`src/sv/encoder_steering_angle_servo_top_assert.svh`:
```
// Assertion macros for the steering servo top.
// With SYNTH defined the macros expand to nothing.
`ifndef ENCODER_STEERING_ANGLE_SERVO_TOP_ASSERT_SVH
`define ENCODER_STEERING_ANGLE_SERVO_TOP_ASSERT_SVH

`ifndef SYNTH
// Condition a at a clock edge implies condition b at the same edge.
`define ESAS_ASSERT_SAME(label, clk, rst_n, a, b) \
    label: assert property (@(posedge clk) disable iff (!rst_n) (a) |-> (b)) \
        else $error("steering servo assertion failed");
// Condition a at a clock edge implies condition b at the next edge.
`define ESAS_ASSERT_NEXT(label, clk, rst_n, a, b) \
    label: assert property (@(posedge clk) disable iff (!rst_n) (a) |=> (b)) \
        else $error("steering servo assertion failed");
`else
`define ESAS_ASSERT_SAME(label, clk, rst_n, a, b)
`define ESAS_ASSERT_NEXT(label, clk, rst_n, a, b)
`endif

`endif

```
`src/sv/esas_pkg.sv`:
```
package esas_pkg;

    // Field widths
    localparam int POS_W   = 32;
    localparam int STEPS_W = 16;
    localparam int TOL_W   = 8;
    localparam int ANG_W   = 9;
    localparam int PROD_W  = STEPS_W + ANG_W;
    localparam int CNT_W   = 6;
    localparam int ADDR_W  = 3;

    // Degrees in one full turn
    localparam logic [ANG_W-1:0] DEG_PER_TURN = 9'd360;

    // Register reset values
    localparam logic [STEPS_W-1:0] STEPS_RESET = 16'd800;
    localparam logic [TOL_W-1:0]   TOL_RESET   = 8'd2;

    // Register indexes
    localparam logic REG_STEPS = 1'b0;
    localparam logic REG_TOL   = 1'b1;

    // Drive command codes
    localparam logic [1:0] DRIVE_HALT  = 2'd0;
    localparam logic [1:0] DRIVE_LEFT  = 2'd1;
    localparam logic [1:0] DRIVE_RIGHT = 2'd2;

    // Divider run lengths
    localparam logic [CNT_W-1:0] MOD_BITS = 6'd32;
    localparam logic [CNT_W-1:0] ANG_BITS = 6'd9;

    // Configuration seen by the datapath
    typedef struct packed {
        logic [STEPS_W-1:0] steps_per_turn;
        logic [TOL_W-1:0]   angle_tolerance;
    } t_cfg;

    // Request to the serial divider
    typedef struct packed {
        logic               start;
        logic [STEPS_W-1:0] init_rem;
        logic [POS_W-1:0]   dividend;
        logic [CNT_W-1:0]   nbits;
    } t_div_req;

    // Status from the serial divider
    typedef struct packed {
        logic               busy;
        logic               done;
        logic [STEPS_W-1:0] rem;
        logic [ANG_W-1:0]   quot;
    } t_div_rsp;

endpackage

```
`src/sv/esas_if.sv`:
```
// Input item channel.
interface esas_in_if;
    import esas_pkg::*;
    logic             valid;
    logic             ready;
    logic             kind;
    logic             phase_a;
    logic             phase_b;
    logic [ANG_W-1:0] target_angle;

    modport source (output valid, kind, phase_a, phase_b, target_angle, input ready);
    modport sink   (input valid, kind, phase_a, phase_b, target_angle, output ready);
endinterface

// Result item channel.
interface esas_out_if;
    import esas_pkg::*;
    logic                    valid;
    logic                    ready;
    logic signed [POS_W-1:0] step_position;
    logic [ANG_W-1:0]        wheel_angle;
    logic [1:0]              drive;
    logic                    on_target;

    modport source (output valid, step_position, wheel_angle, drive, on_target,
                    input ready);
    modport sink   (input valid, step_position, wheel_angle, drive, on_target,
                    output ready);
endinterface

```
`src/sv/esas_regs.sv`:
```
module esas_regs
    import esas_pkg::*;
(
    input  logic              i_clk,
    input  logic              i_rst_n,
    input  logic              psel,
    input  logic              penable,
    input  logic              pwrite,
    input  logic [ADDR_W-1:0] paddr,
    input  logic [31:0]       pwdata,
    output logic [31:0]       prdata,
    output logic              pready,
    output t_cfg              o_cfg
);

    logic [STEPS_W-1:0] r_steps;
    logic [TOL_W-1:0]   r_tol;
    logic               wr_en;
    logic               reg_sel;

    assign pready  = 1'b1;
    assign wr_en   = psel && penable && pwrite;
    assign reg_sel = paddr[2];

    // Register writes in the access phase.
    always_ff @(posedge i_clk) begin
        if (!i_rst_n) begin
            r_steps <= STEPS_RESET;
            r_tol   <= TOL_RESET;
        end else if (wr_en) begin
            case (reg_sel)
                REG_STEPS: r_steps <= pwdata[STEPS_W-1:0];
                REG_TOL:   r_tol   <= pwdata[TOL_W-1:0];
                default:   r_tol   <= r_tol;
            endcase
        end
    end

    // Read back.
    always_comb begin
        case (reg_sel)
            REG_STEPS: prdata = {{(32-STEPS_W){1'b0}}, r_steps};
            REG_TOL:   prdata = {{(32-TOL_W){1'b0}}, r_tol};
            default:   prdata = '0;
        endcase
    end

    assign o_cfg.steps_per_turn  = r_steps;
    assign o_cfg.angle_tolerance = r_tol;

endmodule

```
`src/sv/esas_div.sv`:
```
module esas_div
    import esas_pkg::*;
(
    input  logic               i_clk,
    input  logic               i_rst_n,
    input  t_div_req           i_req,
    input  logic [STEPS_W-1:0] i_divisor,
    output t_div_rsp           o_rsp
);

    logic [STEPS_W-1:0] r_rem;
    logic [POS_W-1:0]   r_sh;
    logic [ANG_W-1:0]   r_q;
    logic [CNT_W-1:0]   r_cnt;
    logic               r_busy;
    logic               r_done;
    logic [STEPS_W:0]   trial;
    logic [STEPS_W:0]   diff;
    logic               fits;

    // One restoring step: bring down the next dividend bit and try the divisor.
    assign trial = {r_rem, r_sh[POS_W-1]};
    assign diff  = trial - {1'b0, i_divisor};
    assign fits  = trial >= {1'b0, i_divisor};

    always_ff @(posedge i_clk) begin
        if (!i_rst_n) begin
            r_busy <= 1'b0;
            r_done <= 1'b0;
            r_cnt  <= '0;
        end else begin
            r_done <= 1'b0;
            if (i_req.start) begin
                r_busy <= 1'b1;
                r_cnt  <= i_req.nbits;
            end else if (r_busy) begin
                r_cnt <= r_cnt - CNT_W'(1);
                if (r_cnt == 6'd1) begin
                    r_busy <= 1'b0;
                    r_done <= 1'b1;
                end
            end
        end
    end

    // Datapath shift registers carry no reset.
    always_ff @(posedge i_clk) begin
        if (i_req.start) begin
            r_rem <= i_req.init_rem;
            r_sh  <= i_req.dividend;
            r_q   <= '0;
        end else if (r_busy) begin
            r_rem <= fits ? diff[STEPS_W-1:0] : trial[STEPS_W-1:0];
            r_sh  <= {r_sh[POS_W-2:0], 1'b0};
            r_q   <= {r_q[ANG_W-2:0], fits};
        end
    end

    assign o_rsp.busy = r_busy;
    assign o_rsp.done = r_done;
    assign o_rsp.rem  = r_rem;
    assign o_rsp.quot = r_q;

endmodule

```
`src/sv/encoder_steering_angle_servo_top.sv`:
```
// Channel   Direction  Transfer when           Payload
// i_item    in         valid && ready          kind, phase_a, phase_b, target_angle
// o_res     out        valid && ready          step_position, wheel_angle, drive, on_target
// APB       in         psel, penable, pwrite   steps_per_turn @0x0, angle_tolerance @0x4
//
// The result of an item is worked out after its transfer in: one serial divider,
// one bit a cycle, runs 32 steps for the position remainder and then 9 steps for
// the angle quotient. The input is ready again only once the result stands in the
// output register, so a new item is taken only when the last one is through.
// With steps_per_turn zero the divider is skipped and the angle is taken as zero.
// A finished result waits while the output register is still full, and the input
// stalls until it moves on. Reset is synchronous, active low, and clears position,
// phase and handshakes.
`include "encoder_steering_angle_servo_top_assert.svh"

module encoder_steering_angle_servo_top
    import esas_pkg::*;
(
    input  logic              i_clk,
    input  logic              i_rst_n,
    esas_in_if.sink           i_item,
    esas_out_if.source        o_res,
    input  logic              psel,
    input  logic              penable,
    input  logic              pwrite,
    input  logic [ADDR_W-1:0] paddr,
    input  logic [31:0]       pwdata,
    output logic [31:0]       prdata,
    output logic              pready
);

    typedef enum logic [2:0] {
        S_IDLE,
        S_MOD_GO,
        S_MOD,
        S_ANG_GO,
        S_ANG,
        S_FIN
    } t_state;

    t_state                  r_state;
    logic [POS_W-1:0]        r_pos;
    logic                    r_last_a;
    logic [ANG_W-1:0]        r_tgt;
    logic [PROD_W-1:0]       r_prod;
    logic [ANG_W-1:0]        r_ang;
    logic                    r_out_valid;
    logic signed [POS_W-1:0] r_o_pos;
    logic [ANG_W-1:0]        r_o_ang;
    logic [1:0]              r_o_drive;
    logic                    r_o_hit;

    t_cfg                    cfg;
    t_div_req                div_req;
    t_div_rsp                div_rsp;
    logic [POS_W-1:0]        n_pos;
    logic [POS_W-1:0]        mag;
    logic                    in_xfer;
    logic                    out_free;
    logic [ANG_W:0]          ang_ext;
    logic [ANG_W:0]          tgt_ext;
    logic [ANG_W:0]          tol_ext;
    logic                    hit;
    logic [1:0]              drive;

    esas_regs u_regs (
        .i_clk   (i_clk),
        .i_rst_n (i_rst_n),
        .psel    (psel),
        .penable (penable),
        .pwrite  (pwrite),
        .paddr   (paddr),
        .pwdata  (pwdata),
        .prdata  (prdata),
        .pready  (pready),
        .o_cfg   (cfg)
    );

    esas_div u_div (
        .i_clk     (i_clk),
        .i_rst_n   (i_rst_n),
        .i_req     (div_req),
        .i_divisor (cfg.steps_per_turn),
        .o_rsp     (div_rsp)
    );

    assign i_item.ready = (r_state == S_IDLE);
    assign in_xfer      = i_item.valid && i_item.ready;
    assign out_free     = !r_out_valid || o_res.ready;

    // Position after this item: a zero command clears it, a change of A steps it.
    always_comb begin
        n_pos = r_pos;
        if (i_item.kind) begin
            n_pos = '0;
        end else if (i_item.phase_a != r_last_a) begin
            n_pos = (i_item.phase_a == i_item.phase_b) ? r_pos + POS_W'(1) : r_pos - POS_W'(1);
        end
    end

    // Magnitude of the position; the most negative value keeps its pattern.
    assign mag = r_pos[POS_W-1] ? (~r_pos + POS_W'(1)) : r_pos;

    // Divider requests: remainder of the magnitude, then quotient of the product.
    always_comb begin
        div_req = '0;
        if (r_state == S_MOD_GO) begin
            div_req.start    = 1'b1;
            div_req.init_rem = '0;
            div_req.dividend = mag;
            div_req.nbits    = MOD_BITS;
        end else if (r_state == S_ANG_GO) begin
            div_req.start    = 1'b1;
            div_req.init_rem = r_prod[PROD_W-1:ANG_W];
            div_req.dividend = {r_prod[ANG_W-1:0], {(POS_W-ANG_W){1'b0}}};
            div_req.nbits    = ANG_BITS;
        end
    end

    // On-target band and drive command.
    assign ang_ext = {1'b0, r_ang};
    assign tgt_ext = {1'b0, r_tgt};
    assign tol_ext = {{(ANG_W+1-TOL_W){1'b0}}, cfg.angle_tolerance};
    assign hit     = (ang_ext + tol_ext >= tgt_ext) && (ang_ext <= tgt_ext + tol_ext);
    always_comb begin
        if (hit) begin
            drive = DRIVE_HALT;
        end else if (r_ang < r_tgt) begin
            drive = DRIVE_LEFT;
        end else begin
            drive = DRIVE_RIGHT;
        end
    end

    // Sequencer, position state and output register.
    always_ff @(posedge i_clk) begin
        if (!i_rst_n) begin
            r_state     <= S_IDLE;
            r_pos       <= '0;
            r_last_a    <= 1'b0;
            r_out_valid <= 1'b0;
        end else begin
            // In the finishing state the output register is refilled instead.
            if (r_out_valid && o_res.ready && r_state != S_FIN) begin
                r_out_valid <= 1'b0;
            end
            case (r_state)
                S_IDLE: begin
                    if (in_xfer) begin
                        r_pos <= n_pos;
                        r_tgt <= i_item.target_angle;
                        if (!i_item.kind) begin
                            r_last_a <= i_item.phase_a;
                        end
                        if (cfg.steps_per_turn == '0) begin
                            r_ang   <= '0;
                            r_state <= S_FIN;
                        end else begin
                            r_state <= S_MOD_GO;
                        end
                    end
                end
                S_MOD_GO: r_state <= S_MOD;
                S_MOD: begin
                    if (div_rsp.done) begin
                        r_prod  <= PROD_W'(div_rsp.rem) * PROD_W'(DEG_PER_TURN);
                        r_state <= S_ANG_GO;
                    end
                end
                S_ANG_GO: r_state <= S_ANG;
                S_ANG: begin
                    if (div_rsp.done) begin
                        r_ang   <= div_rsp.quot;
                        r_state <= S_FIN;
                    end
                end
                S_FIN: begin
                    if (out_free) begin
                        r_out_valid <= 1'b1;
                        r_o_pos     <= r_pos;
                        r_o_ang     <= r_ang;
                        r_o_drive   <= drive;
                        r_o_hit     <= hit;
                        r_state     <= S_IDLE;
                    end
                end
                default: r_state <= S_IDLE;
            endcase
        end
    end

    assign o_res.valid         = r_out_valid;
    assign o_res.step_position = r_o_pos;
    assign o_res.wheel_angle   = r_o_ang;
    assign o_res.drive         = r_o_drive;
    assign o_res.on_target     = r_o_hit;

    // The divider only finishes while the sequencer waits for it.
    `ESAS_ASSERT_SAME(a_div_done_waited, i_clk, i_rst_n, div_rsp.done, (r_state == S_MOD || r_state == S_ANG))
    // A transfer in always leaves the idle state.
    `ESAS_ASSERT_NEXT(a_xfer_leaves_idle, i_clk, i_rst_n, in_xfer, (r_state != S_IDLE))
    // A result on target is always a halt command.
    `ESAS_ASSERT_SAME(a_halt_on_target, i_clk, i_rst_n, r_out_valid, (r_o_hit == (r_o_drive == DRIVE_HALT)))

endmodule
```
`src/flat_wrapper.sv`:
```
// flat-port wrapper written by rule: the top's interface ports become plain ports
module encoder_steering_angle_servo_top_flat import esas_pkg::*;
  (i_clk, i_rst_n, psel, penable, pwrite, paddr, pwdata, prdata, pready, i_item_valid, i_item_kind, i_item_phase_a, i_item_phase_b, i_item_target_angle, i_item_ready, o_res_valid, o_res_step_position, o_res_wheel_angle, o_res_drive, o_res_on_target, o_res_ready);
  esas_in_if i_item_i ();
  esas_out_if o_res_i ();
  input  logic i_clk;
  input  logic i_rst_n;
  input  logic psel;
  input  logic penable;
  input  logic pwrite;
  input  logic [ADDR_W-1:0] paddr;
  input  logic [31:0] pwdata;
  output logic [31:0] prdata;
  output logic pready;
  input wire logic [$bits(i_item_i.valid)-1:0] i_item_valid;
  input wire logic [$bits(i_item_i.kind)-1:0] i_item_kind;
  input wire logic [$bits(i_item_i.phase_a)-1:0] i_item_phase_a;
  input wire logic [$bits(i_item_i.phase_b)-1:0] i_item_phase_b;
  input wire logic [$bits(i_item_i.target_angle)-1:0] i_item_target_angle;
  output wire logic [$bits(i_item_i.ready)-1:0] i_item_ready;
  output wire logic [$bits(o_res_i.valid)-1:0] o_res_valid;
  output wire logic [$bits(o_res_i.step_position)-1:0] o_res_step_position;
  output wire logic [$bits(o_res_i.wheel_angle)-1:0] o_res_wheel_angle;
  output wire logic [$bits(o_res_i.drive)-1:0] o_res_drive;
  output wire logic [$bits(o_res_i.on_target)-1:0] o_res_on_target;
  input wire logic [$bits(o_res_i.ready)-1:0] o_res_ready;
  assign i_item_i.valid = i_item_valid;
  assign i_item_i.kind = i_item_kind;
  assign i_item_i.phase_a = i_item_phase_a;
  assign i_item_i.phase_b = i_item_phase_b;
  assign i_item_i.target_angle = i_item_target_angle;
  assign i_item_ready = i_item_i.ready;
  assign o_res_valid = o_res_i.valid;
  assign o_res_step_position = o_res_i.step_position;
  assign o_res_wheel_angle = o_res_i.wheel_angle;
  assign o_res_drive = o_res_i.drive;
  assign o_res_on_target = o_res_i.on_target;
  assign o_res_i.ready = o_res_ready;
  encoder_steering_angle_servo_top u_core (.i_clk(i_clk), .i_rst_n(i_rst_n), .i_item(i_item_i), .o_res(o_res_i), .psel(psel), .penable(penable), .pwrite(pwrite), .paddr(paddr), .pwdata(pwdata), .prdata(prdata), .pready(pready));
endmodule
```
`config.mk`:
```
export PLATFORM = sky130hd
export DESIGN_NAME = encoder_steering_angle_servo_top_flat
export DESIGN_NICKNAME = d
export VERILOG_FILES = /design/src/sv/esas_pkg.sv /design/src/sv/esas_if.sv /design/src/sv/esas_regs.sv /design/src/sv/esas_div.sv /design/src/sv/encoder_steering_angle_servo_top.sv /design/src/flat_wrapper.sv
export VERILOG_INCLUDE_DIRS = /design/src /design/src/sv
export SDC_FILE = /design/constraint.sdc
export NUM_CORES = 1
export LEC_CHECK = 0
export BUFFER_PORTS_ARGS = -buffer_cell sky130_fd_sc_hd__buf_2
export CAP_MARGIN = 5
export CORE_ASPECT_RATIO = 0.8
export CORE_MARGIN = 1
export CORE_UTILIZATION = 65
export CTS_CLUSTER_DIAMETER = 80
export DETAILED_ROUTE_END_ITERATION = 6
export GPL_TIMING_DRIVEN = 0
export HOLD_SLACK_MARGIN = 0.06
export PLACE_DENSITY = 0.85
export SETUP_SLACK_MARGIN = 0.1
export SLEW_MARGIN = 15
export SYNTH_ARGS = -nofsm -noshare
export SYNTH_HDL_FRONTEND = slang
export SYNTH_SLANG_ARGS = --single-unit
```
`constraint.sdc`:
```
create_clock -name i_clk -period 7.8 [get_ports i_clk]
set_input_delay 0.39 -clock i_clk [delete_from_list [all_inputs] [get_ports i_clk]]
set_output_delay 0.39 -clock i_clk [all_outputs]
set_load 0.01 [all_outputs]
```
==> results of run 1 <==
-- logic make-up (layout without fill, tap and decap cells) --
group | Yosys count | count (layout) | synth area share [%]
AO/OA/AOI/OAI | 369 | 369 | 16.5
XOR/XNOR | 107 | 107 | 6.72
adder cells (fa/ha/maj) | 161 | 161 | 15.7
buffers and inverters | 182 | 332 | 5.41
flip-flops | 210 | 210 | 39.6
multiplexers | 33 | 33 | 2.40
other | 2 | 17 | 0.0539
AND/OR/NAND/NOR | 395 | 395 | 13.5
-- where the power goes --
group	internal [mW]	total (mW)	leakage [nW]	switching [mW]
Combinational	1.12	2.59	4.62	1.47
Clock	0.745	1.21	0.392	0.462
Sequential	1.41	1.48	1.85	0.0741
Total	3.27	5.27	6.86	2.01
-- how the worst max path moves through the flow --
| stage | startpoint | end | slack (ps) |
|---|---|---|---|
| 2_1_floorplan | u_core.u_div.r_rem[2] | u_core.r_prod[21] | 3940 |
| 6_report | u_core.u_div.r_rem[2] | u_core.r_prod[21] | 3540 |
| 3_5_place_dp | i_item_phase_a | u_core.r_pos[31] | 3560 |
| 5_1_grt | u_core.u_div.r_rem[11] | u_core.r_prod[24] | 3290 |
| 3_3_place_gp | u_core.r_state[1] | u_core.o_res.step_position[30] | 3580 |
| 4_1_cts | u_core.u_div.r_rem[2] | u_core.r_prod[21] | 3550 |
-- layout make-up --
cell class	instances	share of cell area [%]
Multi-Input combinational cell	1082	48.9
Sequential cell	210	34.9
Inverter	111	2.63
Timing Repair Buffer	109	3.97
Tap cell	269	2.13
Clock inverter	16	1.63
Buffer	71	2.14
Clock buffer	25	3.69
-- critical path, cell delays in order (launching register included) --
cell,delay (ps)
edfxtp_1,510
ha_1,370
ha_1,280
inv_1,50
fa_1,500
inv_1,50
ha_1,220
fa_1,400
a21o_1,170
a21oi_1,210
nor2b_1,70
o21a_1,200
o311ai_1,260
nand3_1,180
a31o_2,270
a21oi_1,170
xnor2_1,100
-- cell usage after synthesis, types with 5 or more instances --
cell	instances	share of area [%]
o211ai_1	8	0.43
a31oi_1	8	0.36
nor4_1	8	0.36
xnor2_1	58	3.6
buf_4	18	0.97
xor2_1	49	3.1
o21a_1	8	0.43
nand3_1	29	1.0
ha_1	138	12
o31a_1	5	0.31
a21oi_1	115	4.1
o21bai_1	9	0.48
mux2i_1	30	2.2
o31ai_1	6	0.32
inv_1	111	3.0
clkbuf_1	47	1.3
nand2b_1	19	0.85
and3_1	6	0.27
a21o_1	37	2.0
o21ai_1	29	1.0
nand3b_1	5	0.27
nand4_1	12	0.54
o21ai_0	81	2.9
nor3_1	23	0.83
nor2_1	86	2.3
o22ai_1	6	0.27
fa_1	23	3.3
nor2b_1	12	0.54
and2_1	18	0.81
nand2_1	144	3.9
edfxtp_1	132	28
a211oi_1	6	0.32
a22oi_1	13	0.70
or4_1	6	0.32
or3_1	7	0.31
dfxtp_1	78	11
-- flip-flops by register name (all words and copies together), names as in the netlist --
name	count
u_core.r_pos	32
u_core.u_div.r_done	1
u_core.u_div.r_cnt	6
u_core.r_last_a	1
u_core.r_ang	9
u_core.r_prod	22
u_core.u_div.r_busy	1
u_core.u_regs.r_tol	8
u_core.u_div.r_rem	16
u_core.r_state	3
u_core.r_tgt	9
u_core.o_res.valid	1
u_core.u_regs.r_steps	16
u_core.o_res.wheel_angle	9
u_core.o_res.step_position	32
u_core.o_res.drive	2
u_core.u_div.r_sh	32
u_core.u_div.r_q	9
u_core.o_res.on_target	1
-- through the flow --
step / hold slack (ps) / utilization (%) / instance area (um^2)
after floorplan: 428 / - / 14000
after CTS: 62.9 / 75.8 / 15800
after detailed placement: 465 / 71.4 / 14900
after global placement: 457 / 71.0 / 14800
final: 75.3 / 75.8 / 15800
after global routing: 65.3 / 75.8 / 15800
-- repair_timing --
item	4_1_cts	5_1_grt
endpoints found under the setup margin	0	0
hold buffers	8	0
hold endpoints to repair	8	0
-- per-layer routing --
layer | up-vias | GRT usage (%)
met5 | - | 0
met4 | 0 | 11.0
met3 | 87 | 5.12
met2 | 480 | 49.5
met1 | 5357 | 41.3
li1 | 5464 | -
==> impl_metrics.yaml, run 1 <==
outcome:
  status: "finished with violations"
  failed_checks: "design-rule violations"
drt:
  wl_per_cell_um: 17.7
  firstDrtPassIters: 7
  ant_nets: 0
  maxUsedRoutingLayer: "met4"
  vias_per_cell: 6.02
  drc: 9
  wl_met1_mm: 14.5
  drtIter0Drc: 1226
  wl_met2_mm: 15.4
  vias: 11388
  route.met3.wl_mm: 2.62
  drt_wl_total_mm: 33.6
power:
  total_power_mw: 5.27
  ir_drop_mv: 0.846
  power.density_nw_per_um2: 333
  p_leak_nw: 6.86
hold_path:
  holdPathEnd: "u_core.r_tgt[7]"
  hp-start: "i_item_target_angle[7]"
  hold_depth: 1
  hold_path.class: "input port to register"
sta:
  setup_viol: 0
  setup_tns_ps: 0
  setup_slack_ps: 3540
  worstMarginPinSlew_ps: 1100
  period_share_pct: 54.6
  hold_viol: 0
  max_freq_mhz: 235
  slew_headroom_pct: 26.4
  clock_skew_ps: 14.9
  finalCriticalPeriod_ps: 4260
  slew_viol_final: 0
  rsz0062_at_grt: "no"
clock_tree:
  cts_root_buf: "clkbuf_16"
  cts_buffers: 23
  path_clk_slew_ps: 60
  cts-resized-gates: 0
  cts_tree: "yes"
  cts_setup_buffers: 0
  clock_tree.buffer_depth: 3
  cts_sinks: 210
  insertion_delay_ps: 510
  htree_num_levels: 1
placed_design:
  gp_congestion: 0.926
  numPortBuffers: 96
  place_hpwl_mm: 24.8
  place_ws_ps: 3560
  place_inst: 1844
layout:
  insertedDiodeCount: 0
  fin_nets: 1823
  layout_commonest_cell: "nand2_1"
  mostFrequentLayoutCells: "nand2_1, ha_1, edfxtp_1, a21oi_1, inv_1"
  post_layout_nonfiller_instances: 1893
  areaGrowthSynthToFinish_pct: 13.5
  seqCellArea_um2: 5530
  multi_input_area_um2: 7740
  drive_gt1_share_pct: 11.6
  fill_cells: 1392
critical_path:
  cp.required_ps: 8060
  timing_worst_setup_path_type: "register to register"
  reg2reg_slack_ps: 3540
  startpoint_type: "register"
  end_kind: "register"
  reg2reg_from: "u_core.u_div.r_rem[2]"
  ff2ff_path_depth: 16
  critPathMaxFanout: 4
  arrival_ps: 4510
  regToRegEndpoint: "u_core.r_prod[21]"
floorplanning:
  rows: 47
  ios: 133
  start_util_pct: 66.8
  die_w_um: 166
  dieArea_um2: 22000
  dieHeight_um: 133
  design.core.area_um2: 20900
logic_synthesis:
  yosysSeqAreaShare_pct: 39.6
  syn_avg_cell_area_um2: 9.55
  synthDistinctLibCells: 79
  synth_edf_count: 132
  synthCells: 1459
  ys_ff_latch: 210
  synthFlopType: "edfxtp_1"
  synthArstFlopShare_pct: 0
  synth.cell_area_um2: 13900
  synth_warnings: 0
grt:
  grt_pass1_vias: 10873
  antenna_found_initial: 0
  grt_max_degree: 33
  grt_pass1_wl_mm: 54.2
  track_usage_pct: 30.4
  grt-ovfl-total: 0
flow_run:
  drv_cap: 0
Power figures use the tool's default switching activity.
==> run 2: changes to the inputs <==
--- a/config.mk
+++ b/config.mk
@@ -6,16 +6,17 @@
 export SDC_FILE = /design/constraint.sdc
 export NUM_CORES = 1
 export LEC_CHECK = 0
+export ABC_AREA = 1
 export BUFFER_PORTS_ARGS = -buffer_cell sky130_fd_sc_hd__buf_2
 export CAP_MARGIN = 5
 export CORE_ASPECT_RATIO = 0.8
 export CORE_MARGIN = 1
-export CORE_UTILIZATION = 65
+export CORE_UTILIZATION = 55
 export CTS_CLUSTER_DIAMETER = 80
 export DETAILED_ROUTE_END_ITERATION = 6
 export GPL_TIMING_DRIVEN = 0
 export HOLD_SLACK_MARGIN = 0.06
-export PLACE_DENSITY = 0.85
+export PLACE_DENSITY = 0.76
 export SETUP_SLACK_MARGIN = 0.1
 export SLEW_MARGIN = 15
 export SYNTH_ARGS = -nofsm -noshare
==> constraint.sdc (replaced) <==
create_clock -name i_clk -period 3.9 [get_ports i_clk]
set_input_delay 0.195 -clock i_clk [delete_from_list [all_inputs] [get_ports i_clk]]
set_output_delay 0.195 -clock i_clk [all_outputs]
set_load 0.01 [all_outputs]
==> impl_metrics.yaml, run 2 <==
sta:
  finalCriticalPeriod_ps: 3610
  slew_headroom_pct: 26.3
  period_share_pct: 92.7
  clock_skew_ps: 33.2
  max_freq_mhz: 277
  hold_viol: 0
  setup_viol: 0
  rsz0062_at_grt: "no"
  setup_tns_ps: 0
  slew_viol_final: 0
  worstMarginPinSlew_ps: 1100
  setup_slack_ps: 286
layout:
  multi_input_area_um2: 8340
  post_layout_nonfiller_instances: 2591
  fin_nets: 2424
  fill_cells: 2369
  seqCellArea_um2: 5530
  layout_commonest_cell: "nand2_1"
  fin_area_um2: 17500
  insertedDiodeCount: 0
  areaGrowthSynthToFinish_pct: 14.5
  drive_gt1_share_pct: 9.03
  mostFrequentLayoutCells: "nand2_1, inv_1, nor2_1, a21oi_1, ha_1"
placed_design:
  gp_congestion: 0.998
  place_area_um2: 16300
  place_ws_ps: 39.7
  numPortBuffers: 95
  place_hpwl_mm: 31.8
  place_inst: 2517
logic_synthesis:
  synthFlopType: "edfxtp_1"
  syn_avg_cell_area_um2: 7.48
  synth_area_leaders: "edfxtp_1, nand2_1, ha_1"
  ys_ff_latch: 210
  synth_top_area_share_pct: 26.0
  yosysSeqAreaShare_pct: 36.2
  synth_common_cells: "nand2_1, inv_1, nor2_1"
  synth_edf_count: 132
  synthDistinctLibCells: 49
  synthCells: 2040
  synth.cell_area_um2: 15300
  yosysTopAreaCell: "edfxtp_1"
  synthArstFlopShare_pct: 0
  yosysMostFrequentCell: "nand2_1"
  synth_warnings: 0
critical_path:
  path_delay_family: "adder cells"
  arrival_ps: 3870
  critPathMaxFanout: 5
  cp_cell_sequence: "ha_1 -> fa_1 -> fa_1 -> ha_1 -> a21oi_1 -> o21ai_1 -> nor2_2 -> o21ai_2 -> a21oi_1 -> xnor2_1"
  max_stage_delay_ps: 590
  timing_worst_setup_path_type: "register to register"
  slowest_stage: "fa_1"
  end_kind: "register"
  cp.required_ps: 4160
  startpoint_type: "register"
  critical_path_buf_inv_count: 0
grt:
  track_usage_pct: 28.3
  grt_pass1_vias: 12605
  grt_pass1_wl_mm: 64.6
  antenna_found_initial: 0
  grt-ovfl-total: 0
  grt_max_degree: 58
drt:
  vias: 14025
  vias_per_cell: 5.41
  wl_per_cell_um: 15.8
  firstDrtPassIters: 7
  drc: 4
  drt_wl_total_mm: 41.0
  drtIter0Drc: 1316
  ant_nets: 0
floorplanning:
  die_w_um: 188
  ios: 133
  dieArea_um2: 28400
  start_util_pct: 56.0
  rows: 54
  design.core.area_um2: 27200
  dieHeight_um: 151
clock_tree:
  cts_sinks: 210
  insertion_delay_ps: 550
  path_clk_slew_ps: 70
  clock_tree.buffer_depth: 3
  htree_num_levels: 1
  cts_root_buf: "clkbuf_16"
  cts_tree: "yes"
  cts_buffers: 24
flow_run:
  drv_cap: 0
outcome:
  status: "finished with violations"
  failed_checks: "design-rule violations"
hold_path:
  hold_path.class: "input port to register"
## run 2: cell families after synthesis
kind of cell,count (synthesis),synth area share [%]
adder cells (fa/ha/maj),161,14.3
XOR/XNOR,53,3.04
flip-flops,210,36.2
buffers and inverters,372,9.75
AND/OR/NAND/NOR,936,25.7
AO/OA/AOI/OAI,306,10.9
other,2,0.0492
## run 2: area by class of cell
type | instances | share of cell area, %
inverters | 318 | 6.83
flip-flops and latches | 210 | 31.6
clock inverters | 16 | 1.09
repair buffers | 128 | 4.74
clock buffers | 28 | 3.65
plain buffers | 54 | 1.70
multi-input cells | 1473 | 47.7
well taps | 364 | 2.61
## run 2: metrics by stage
| stage | util [%] | hold slack, ps |
|---|---|---|
| 3_3_place_gp | 59.7 | 373 |
| 2_1_floorplan | - | 294 |
| 4_1_cts | 64.0 | 96.2 |
| 3_5_place_dp | 59.9 | 374 |
| 5_1_grt | 64.1 | 138 |
| 6_report | 64.1 | 113 |
## run 2: worst register-to-register path, stage by stage, from the launching register on
cell,delay [ps]
edfxtp_1,510
ha_1,390
fa_1,590
fa_1,460
ha_1,390
a21oi_1,240
o21ai_1,130
nor2_2,180
o21ai_2,110
a21oi_1,190
xnor2_1,130
## run 2: metal layers
layer,global-route usage [%],vias up,share of wire [%]
met5,0,-,0
met4,6.22,0,1.7
met3,3.68,63,8.1
met2,42.9,531,42
met1,42.8,6425,48
li1,-,7006,-
## run 2: worst paths after layout
| path | startpoint | end | slack [ps] | depth (start not counted) |
|---|---|---|---|---|
| setup reg to reg | u_core.u_div.r_rem[6] | u_core.r_prod[18] | 290 | 10 |
| hold / removal | i_rst_n | u_core.u_regs.r_steps[2] | 110 | 3 |
| hold reg to reg | u_core.u_div.r_cnt[3] | u_core.u_div.r_cnt[3] | 470 | 2 |
| setup / recovery | u_core.u_div.r_rem[6] | u_core.r_prod[18] | 290 | 10 |
## run 2: repair_timing
action                     in CTS  in global routing
setup buffers                   0                  2
hold endpoints to repair       36                  0
hold buffers                   28                  0
gates resized for setup         2                  6
setup endpoints to repair       4                  5
Power of run 2 is left out: the tool's default activity adds up to more than one toggle a clock period on the data nets, which glitch-free logic cannot reach.
==> run 3: changes to the inputs <==
==> constraint.sdc (replaced) <==
create_clock -name i_clk -period 3.9 [get_ports i_clk]
set_input_delay 0.78 -clock i_clk [delete_from_list [all_inputs] [get_ports i_clk]]
set_output_delay 0.78 -clock i_clk [all_outputs]
set_load 0.01 [all_outputs]
==> impl_metrics.yaml, run 3 (synthesis gave the netlist of run 2 again) <==
layout:
  drive_gt1_share_pct: 9.14
  insertedDiodeCount: 0
  mostFrequentLayoutCells: "nand2_1, inv_1, nor2_1, a21oi_1, ha_1"
  areaGrowthSynthToFinish_pct: 12.7
  fin_nets: 2396
  layout_commonest_cell: "nand2_1"
  fin_area_um2: 17200
flow_run:
  drv_cap: 0
clock_tree:
  clock_tree.buffer_depth: 3
  cts_buffers: 24
  insertion_delay_ps: 540
  path_clk_slew_ps: 70
  cts_root_buf: "clkbuf_16"
  htree_num_levels: 1
  cts_tree: "yes"
  cts_sinks: 210
placed_design:
  numPortBuffers: 95
  gp_congestion: 0.998
  place_hpwl_mm: 31.8
  place_area_um2: 16300
critical_path:
  critical_path_buf_inv_count: 0
  end_kind: "register"
  critPathMaxFanout: 5
  worst-path-stages: 10
  reg2reg_from: "u_core.u_div.r_rem[6]"
  max_stage_delay_ps: 590
  timing_worst_setup_path_type: "register to register"
  cp.required_ps: 4160
  startpoint_type: "register"
  ff2ff_path_depth: 10
  reg2reg_slack_ps: 300
  crit_path_end: "u_core.r_prod[18]"
  slowest_stage: "fa_1"
  crit_start: "u_core.u_div.r_rem[6]"
  cp_cell_sequence: "ha_1 -> fa_1 -> fa_1 -> ha_1 -> a21oi_1 -> o21ai_1 -> nor2_2 -> o21ai_2 -> a21oi_1 -> xnor2_1"
  regToRegEndpoint: "u_core.r_prod[18]"
  arrival_ps: 3850
  path_delay_family: "adder cells"
sta:
  slew_headroom_pct: 26.3
  worstMarginPinSlew_ps: 1100
  clock_skew_ps: 31.0
  rsz0062_at_grt: "no"
  hold_viol: 0
  period_share_pct: 92.2
  finalCriticalPeriod_ps: 3600
  slew_viol_final: 0
  setup_viol: 0
  max_freq_mhz: 278
floorplanning:
  ios: 133
  die_w_um: 188
  dieArea_um2: 28400
  start_util_pct: 56.0
  rows: 54
  dieHeight_um: 151
  design.core.area_um2: 27200
drt:
  drc: 0
  firstDrtPassIters: 5
  ant_nets: 0
  drtIter0Drc: 1265
  vias: 13869
  wl_per_cell_um: 15.8
  vias_per_cell: 5.41
  drt_wl_total_mm: 40.5
hold_path:
  hp-start: "i_item_target_angle[4]"
  hold_path.class: "input port to register"
grt:
  grt_pass1_vias: 12402
  grt-ovfl-total: 0
  track_usage_pct: 28.0
  antenna_found_initial: 0
  grt_pass1_wl_mm: 63.9
  grt_max_degree: 58
outcome:
  status: "complete, no violations"
==> run 3: what timing repair did <==
item,CTS,global route
endpoints found under the setup margin,4,5
buffers inserted,0,2
gates resized for setup,2,6
hold buffers,0,0
==> run 3: cell type report <==
| cell class | count | area (um^2) |
|---|---|---|
| plain buffers | 54 | 298 |
| repair buffers | 100 | 548 |
| well taps | 364 | 455 |
| fillers | 2408 | 10000 |
| inverters | 318 | 1190 |
| clock inverters | 16 | 190 |
| multi-input cells | 1473 | 8340 |
| flip-flops and latches | 210 | 5530 |
| clock buffers | 28 | 637 |
==> run 3: worst reg2reg max path, stage by stage (launching register included) <==
cell      delay, ps
edfxtp_1        510
ha_1            390
fa_1            590
fa_1            460
ha_1            390
a21oi_1         240
o21ai_1         130
nor2_2          180
o21ai_2         110
a21oi_1         190
xnor2_1         130
==> run 3: through the flow <==
step           hold slack (ps)  worst slack, ps  setup TNS, ps  utilization, %  cells
3_5_place_dp               462             -107           -242            59.9   2517
3_3_place_gp               452            -1260         -54970            59.7   2514
4_1_cts                    395              140              0            63.0   2561
2_1_floorplan              439              250              0               -   2055
6_report                   410              303              0            63.1   2563
5_1_grt                    402              132              0            63.1   2563
==> run 3: metal layers <==
metal  share of wire [%]  track usage [%]  vias to the layer above
met5                   0                0                        -
met4                 1.6             5.41                        0
met3                 8.2             3.61                       52
met2                  42             42.3                      519
met1                  49             42.8                     6346
li1                    -                -                     6952
==> run 3: worst min path at each step <==
| stage | to | slack [ps] | cells after the start |
|---|---|---|---|
| after floorplan | u_core.u_div.r_cnt[3] | 440 | 2 |
| after global placement | u_core.u_div.r_cnt[3] | 450 | 2 |
| after detailed placement | u_core.u_div.r_cnt[3] | 460 | 2 |
| after CTS | u_core.r_tgt[4] | 390 | 1 |
| after global routing | u_core.r_tgt[4] | 400 | 1 |
| final | u_core.r_tgt[4] | 410 | 1 |
Power of run 3 is left out for the same reason.
